### config.mk
export PLATFORM = sky130hd
export DESIGN_NAME = apsp_scan
export DESIGN_NICKNAME = d
export VERILOG_FILES = /design/src/rtl/apsp_pkg.sv /design/src/rtl/apsp_scan.sv
export VERILOG_INCLUDE_DIRS = /design/src /design/src/rtl
export SDC_FILE = /design/constraint.sdc
export NUM_CORES = 1
export LEC_CHECK = 0
export BUFFER_PORTS_ARGS = -buffer_cell sky130_fd_sc_hd__buf_4
export CAP_MARGIN = 25
export CORE_UTILIZATION = 45
export CTS_CLUSTER_DIAMETER = 60
export DETAILED_ROUTE_END_ITERATION = 12
export GPL_ROUTABILITY_DRIVEN = 1
export PLACE_DENSITY = 0.72
export SLEW_MARGIN = 5
export SYNTH_ARGS = -nofsm -noshare
export SYNTH_HDL_FRONTEND = slang
export SYNTH_SLANG_ARGS = --single-unit
export TNS_END_PERCENT = 100
### constraint.sdc
create_clock -name clk -period 2.9 [get_ports clk]
set_clock_uncertainty 0.2 [all_clocks]
set_input_delay 0.29 -clock clk [delete_from_list [all_inputs] [get_ports clk]]
set_output_delay 0.29 -clock clk [all_outputs]
set_load 0.005 [all_outputs]
### src/rtl/assert_macros.svh
// Assertion macros shared by the RTL files.
// Each macro expects clk in the scope where it is used; ASSERT_RST also expects rst_n.
`ifndef ASSERT_MACROS_SVH
`define ASSERT_MACROS_SVH

`ifndef NO_ASSERTIONS

// Check only while out of reset.
`define ASSERT_RST(label, prop, msg) \
    label: assert property (@(posedge clk) disable iff (!rst_n) prop) else $error(msg);

// Check at every edge, reset included.
`define ASSERT_ANY(label, prop, msg) \
    label: assert property (@(posedge clk) prop) else $error(msg);

`else

`define ASSERT_RST(label, prop, msg)
`define ASSERT_ANY(label, prop, msg)

`endif

`endif

### src/rtl/apsp_pkg.sv
package apsp_pkg;

    // Graph size and derived address widths
    localparam int NODES     = 64;
    localparam int NODE_W    = (NODES > 1) ? $clog2(NODES) : 1;
    localparam int ADDR_W    = 2 * NODE_W;

    // Field widths
    localparam int ID_W      = 6;
    localparam int WEIGHT_W  = 16;
    localparam int DIST_W    = 24;
    localparam int CMD_W     = 2;
    localparam int CFG_IDX_W = 2;

    localparam logic [DIST_W-1:0] UNREACH    = 24'hFFFFFF;
    localparam logic [DIST_W-1:0] MAX_FINITE = 24'hFFFFFE;

    // Commands
    localparam logic [CMD_W-1:0] CMD_CLEAR = 2'd0;
    localparam logic [CMD_W-1:0] CMD_ADD   = 2'd1;
    localparam logic [CMD_W-1:0] CMD_SOLVE = 2'd2;

    // Configuration register indexes
    localparam logic [CFG_IDX_W-1:0] CFG_TARGET = 2'd0;
    localparam logic [CFG_IDX_W-1:0] CFG_FIRST  = 2'd1;
    localparam logic [CFG_IDX_W-1:0] CFG_LAST   = 2'd2;

    // Configuration reset values
    localparam logic [ID_W-1:0] TARGET_RST = 6'd51;
    localparam logic [ID_W-1:0] FIRST_RST  = 6'd26;
    localparam logic [ID_W-1:0] LAST_RST   = 6'd50;

    typedef struct packed {
        logic [CMD_W-1:0]    command;
        logic [ID_W-1:0]     node_a;
        logic [ID_W-1:0]     node_b;
        logic [WEIGHT_W-1:0] weight;
    } in_item_t;

    typedef struct packed {
        logic [ID_W-1:0]   best_node;
        logic [DIST_W-1:0] best_distance;
        logic              found;
    } out_item_t;

    // Control from the sequencer to the nearest-node tracker
    typedef struct packed {
        logic              start;
        logic              sample_vld;
        logic [NODE_W-1:0] node;
        logic [DIST_W-1:0] distance;
    } scan_ctl_t;

endpackage

### src/rtl/apsp_scan.sv
`include "assert_macros.svh"

module apsp_scan (
    input  logic                  clk,
    input  logic                  rst_n,
    input  apsp_pkg::scan_ctl_t   ctl,
    output apsp_pkg::out_item_t   result
);

    localparam int NODE_W = apsp_pkg::NODE_W;
    localparam int DIST_W = apsp_pkg::DIST_W;
    localparam int ID_W   = apsp_pkg::ID_W;

    logic [NODE_W-1:0] best_node_reg, best_node_next;
    logic [DIST_W-1:0] best_dist_reg, best_dist_next;
    logic              found_reg, found_next;

    // Keep the first strictly smaller distance, so ties go to the lower id
    always_comb
    begin
        best_node_next = best_node_reg;
        best_dist_next = best_dist_reg;
        found_next     = found_reg;
        if (ctl.start)
        begin
            best_node_next = '0;
            best_dist_next = apsp_pkg::UNREACH;
            found_next     = 1'b0;
        end
        else if (ctl.sample_vld && (ctl.distance < best_dist_reg))
        begin
            best_node_next = ctl.node;
            best_dist_next = ctl.distance;
            found_next     = 1'b1;
        end
    end

    always_ff @(posedge clk or negedge rst_n)
    begin
        if (!rst_n)
        begin
            best_node_reg <= '0;
            best_dist_reg <= apsp_pkg::UNREACH;
            found_reg     <= 1'b0;
        end
        else
        begin
            best_node_reg <= best_node_next;
            best_dist_reg <= best_dist_next;
            found_reg     <= found_next;
        end
    end

    assign result.best_node     = ID_W'(best_node_reg);
    assign result.best_distance = best_dist_reg;
    assign result.found         = found_reg;

    `ASSERT_RST(a_found_iff_finite,
        found_reg == (best_dist_reg != apsp_pkg::UNREACH),
        "found flag disagrees with best distance")
    `ASSERT_RST(a_start_clears,
        ctl.start |=> !found_reg && (best_dist_reg == apsp_pkg::UNREACH),
        "start did not clear the tracker")
    `ASSERT_RST(a_dist_never_grows,
        !ctl.start |=> best_dist_reg <= $past(best_dist_reg),
        "best distance grew during a scan")

endmodule
==> metrics.yaml <==
status:
  status: "completed"
finish:
  n_antenna_cell: 0
  fin_util_pct: 59.56
  areaGrowthSynthToFinish_pct: 26.72
  drive_gt1_share_pct: 35.13
  largest_register_ffs: 24
  nets: 335
  fillers: 429
  final_cell_area_um2: 2611
global_routing:
  grt_overflow: 0
  grt_max_degree: 62
  antenna_found_initial: 0
  grt_pass1_vias: 1530
  grt_pass1_wl_mm: 7.003
  track_usage_pct: 18.43
routing:
  wl_per_cell_um: 12.44
  vias_per_cell: 4.900
  ant_nets: 0
  drt-total-wl_mm: 4.117
  drt_pass1_iterations: 6
  dr.first_iter.drc_count: 53
  vias: 1622
  drc: 0
yosys:
  syn-num-nets: 274
  async_reset_ff_share_pct: 100.0
  netlist-cell-type-count: 26
  synth-seq-cells: 31
  yosysWarnings: 0
  ys_seq_area_share_pct: 39.10
  synth_cells: 217
  ys.flop_type: "dfstp_2"
  synth_top_area_share_pct: 30.60
  yosysMostFrequentCell: "nor2_1"
  yosysTopAreaCell: "dfstp_2"
  synth_area_um2: 2061
  syn_avg_cell_area_um2: 9.496
  synthTopCellsByCount: "nor2_1 (49), mux2i_1 (30), inv_1 (25)"
  synth.area.top_cells: "dfstp_2 (31%), mux2i_1 (15%), ha_1 (14%), nor2_1 (8.9%), dfrtp_1 (8.5%)"
  synth_edf_count: 0
floorplan:
  die_y_um: 69.67
  coreArea_um2: 4384
  num_rows: 24
  start_util_pct: 47.00
  die_w_um: 69.67
  die-area_um2: 4854
  ios: 65
clock_network:
  ctsResizeCount: 0
  cts_sinks: 31
  clock_path_buffers: 2
  cts_buffers: 5
  cts_tree: "yes"
  insertion_delay_ns: 0.28
  clk_pin_slew_ns: 0.07
  cts_setup_buffers: 0
  ctsRootBufferMaster: "clkbuf_8"
  ctsHoldBuffers: 1
  htree_levels: 2
timing:
  tightestPinTransition_ns: 0.5286
  setup_tns_ns: 0
  rsz0062_at_grt: "false"
  min_period_over_period_pct: 84.29
  hold_viol_final: 0
  relSlewSlack_pct: 64.76
  clock.fmax_mhz: 409.1
  whs_ns: 0.06469
  setup_violations: 0
  fin_crit_ns: 2.445
  finalMaxSlewViolations: 0
worst_setup_path:
  cp_max_fo: 24
  worst_setup_path_start_kind: "flip-flop"
  crit_arrival_ns: 2.44
  critPathKind: "flip-flop to flip-flop"
  critPathCaptureType: "flip-flop"
  crit_required_ns: 2.90
pwr:
  p_leak_uw: 0.001487
  ir_worst_vdd_mv: 0.2668
  power_density_nw_per_um2: 431.7
placement:
  place_area_um2: 2521
  gp_congestion: 0.7464
  io_buffers: 64
  dpl.hpwl_mm: 3.067
hold_path:
  min_path_type: "input port to flip-flop"
run:
  drv_cap: 0
==> area by class of cell <==
class	instances	area, um^2	share of cell area (%)
Timing Repair Buffer	66	510.5	19.55
Multi-Input combinational cell	149	1056	40.44
Clock buffer	8	80.08	3.067
Inverter	25	93.84	3.594
Sequential cell	31	805.8	30.86
Tap cell	52	65.06	2.492
==> where the power goes <==
group          leakage [uW]  internal, uW  switching [uW]  total, uW
registers          0.000346           488            26.5        514
clock network     0.0000395           170             155        325
logic               0.00110           153             134        287
==> per-stage QoR <==
| stage | setup slack [ns] | instances | total power, uW |
|---|---|---|---|
| final | 0.4555 | 331 | 1127 |
| after global routing | 0.2567 | 331 | 1204 |
| after CTS | 0.4117 | 331 | 1147 |
| after detailed placement | 0.4189 | 322 | 812.2 |
| after global placement | 0.4642 | 322 | 805.1 |
| after floorplan | 0.7346 | 217 | 693.4 |
==> critical path: stages, from the launching register on <==
cell and delay [ns]:
dfstp_2 0.54, inv_1 0.04, ha_1 0.28, nand2_1 0.05
o21ai_0 0.17, nand4_1 0.12, nand4b_1 0.14, a31o_2 0.35
buf_12 0.25, mux2i_1 0.23
==> placed cells by master, fill, tap and decap left out, drive strengths merged <==
master | netlist | final
a21oi | 11 | 11
a31o | 1 | 1
inv | 25 | 25
clkbuf | 7 | 8
nor4 | 1 | 1
nor2 | 49 | 49
o2111ai | 1 | 1
dlygate4sd3 | 0 | 1
a41o | 1 | 1
dfrtp | 7 | 7
nand2 | 6 | 6
nand4b | 1 | 1
mux2i | 30 | 30
and3 | 1 | 1
ha | 23 | 23
a21o | 2 | 2
nand2b | 12 | 12
buf | 5 | 65
nand4 | 3 | 3
nor2b | 2 | 2
dfstp | 24 | 24
o21ai | 5 | 5
==> cell families after synthesis <==
logic type	Yosys count	synth area share [%]
AO/OA/AOI/OAI	21	6.496
adder cells (fa/ha/maj)	23	13.96
buffers and inverters	37	9.654
flip-flops	31	39.10
multiplexers	30	14.57
AND/OR/NAND/NOR	75	16.21
==> worst paths after layout <==
kind | startpoint | end | slack, ns | cells after the start
worst max-delay path | best_dist_reg[2] | best_dist_reg[2] | 0.46 | 9
worst min register to register | best_dist_reg[12] | best_dist_reg[12] | 0.33 | 2
worst max register to register | best_dist_reg[2] | best_dist_reg[2] | 0.46 | 9
max in group asynchronous | rst_n | best_dist_reg[7] | 1.90 | 2
worst min-delay path | ctl[18] | best_dist_reg[18] | 0.06 | 3
min in group asynchronous | rst_n | best_node_reg[5] | 0.28 | 2
==> metal layers <==
layer | wire [um] | global-route usage (%) | vias to the layer above
li1 | - | - | 832
met1 | 1831 | 23.10 | 753
met2 | 2062 | 30.53 | 35
met3 | 198 | 5.378 | 2
met4 | 24 | 6.000 | 0
met5 | 0 | 0 | -
Note: power is estimated with default switching activity, not from simulation.
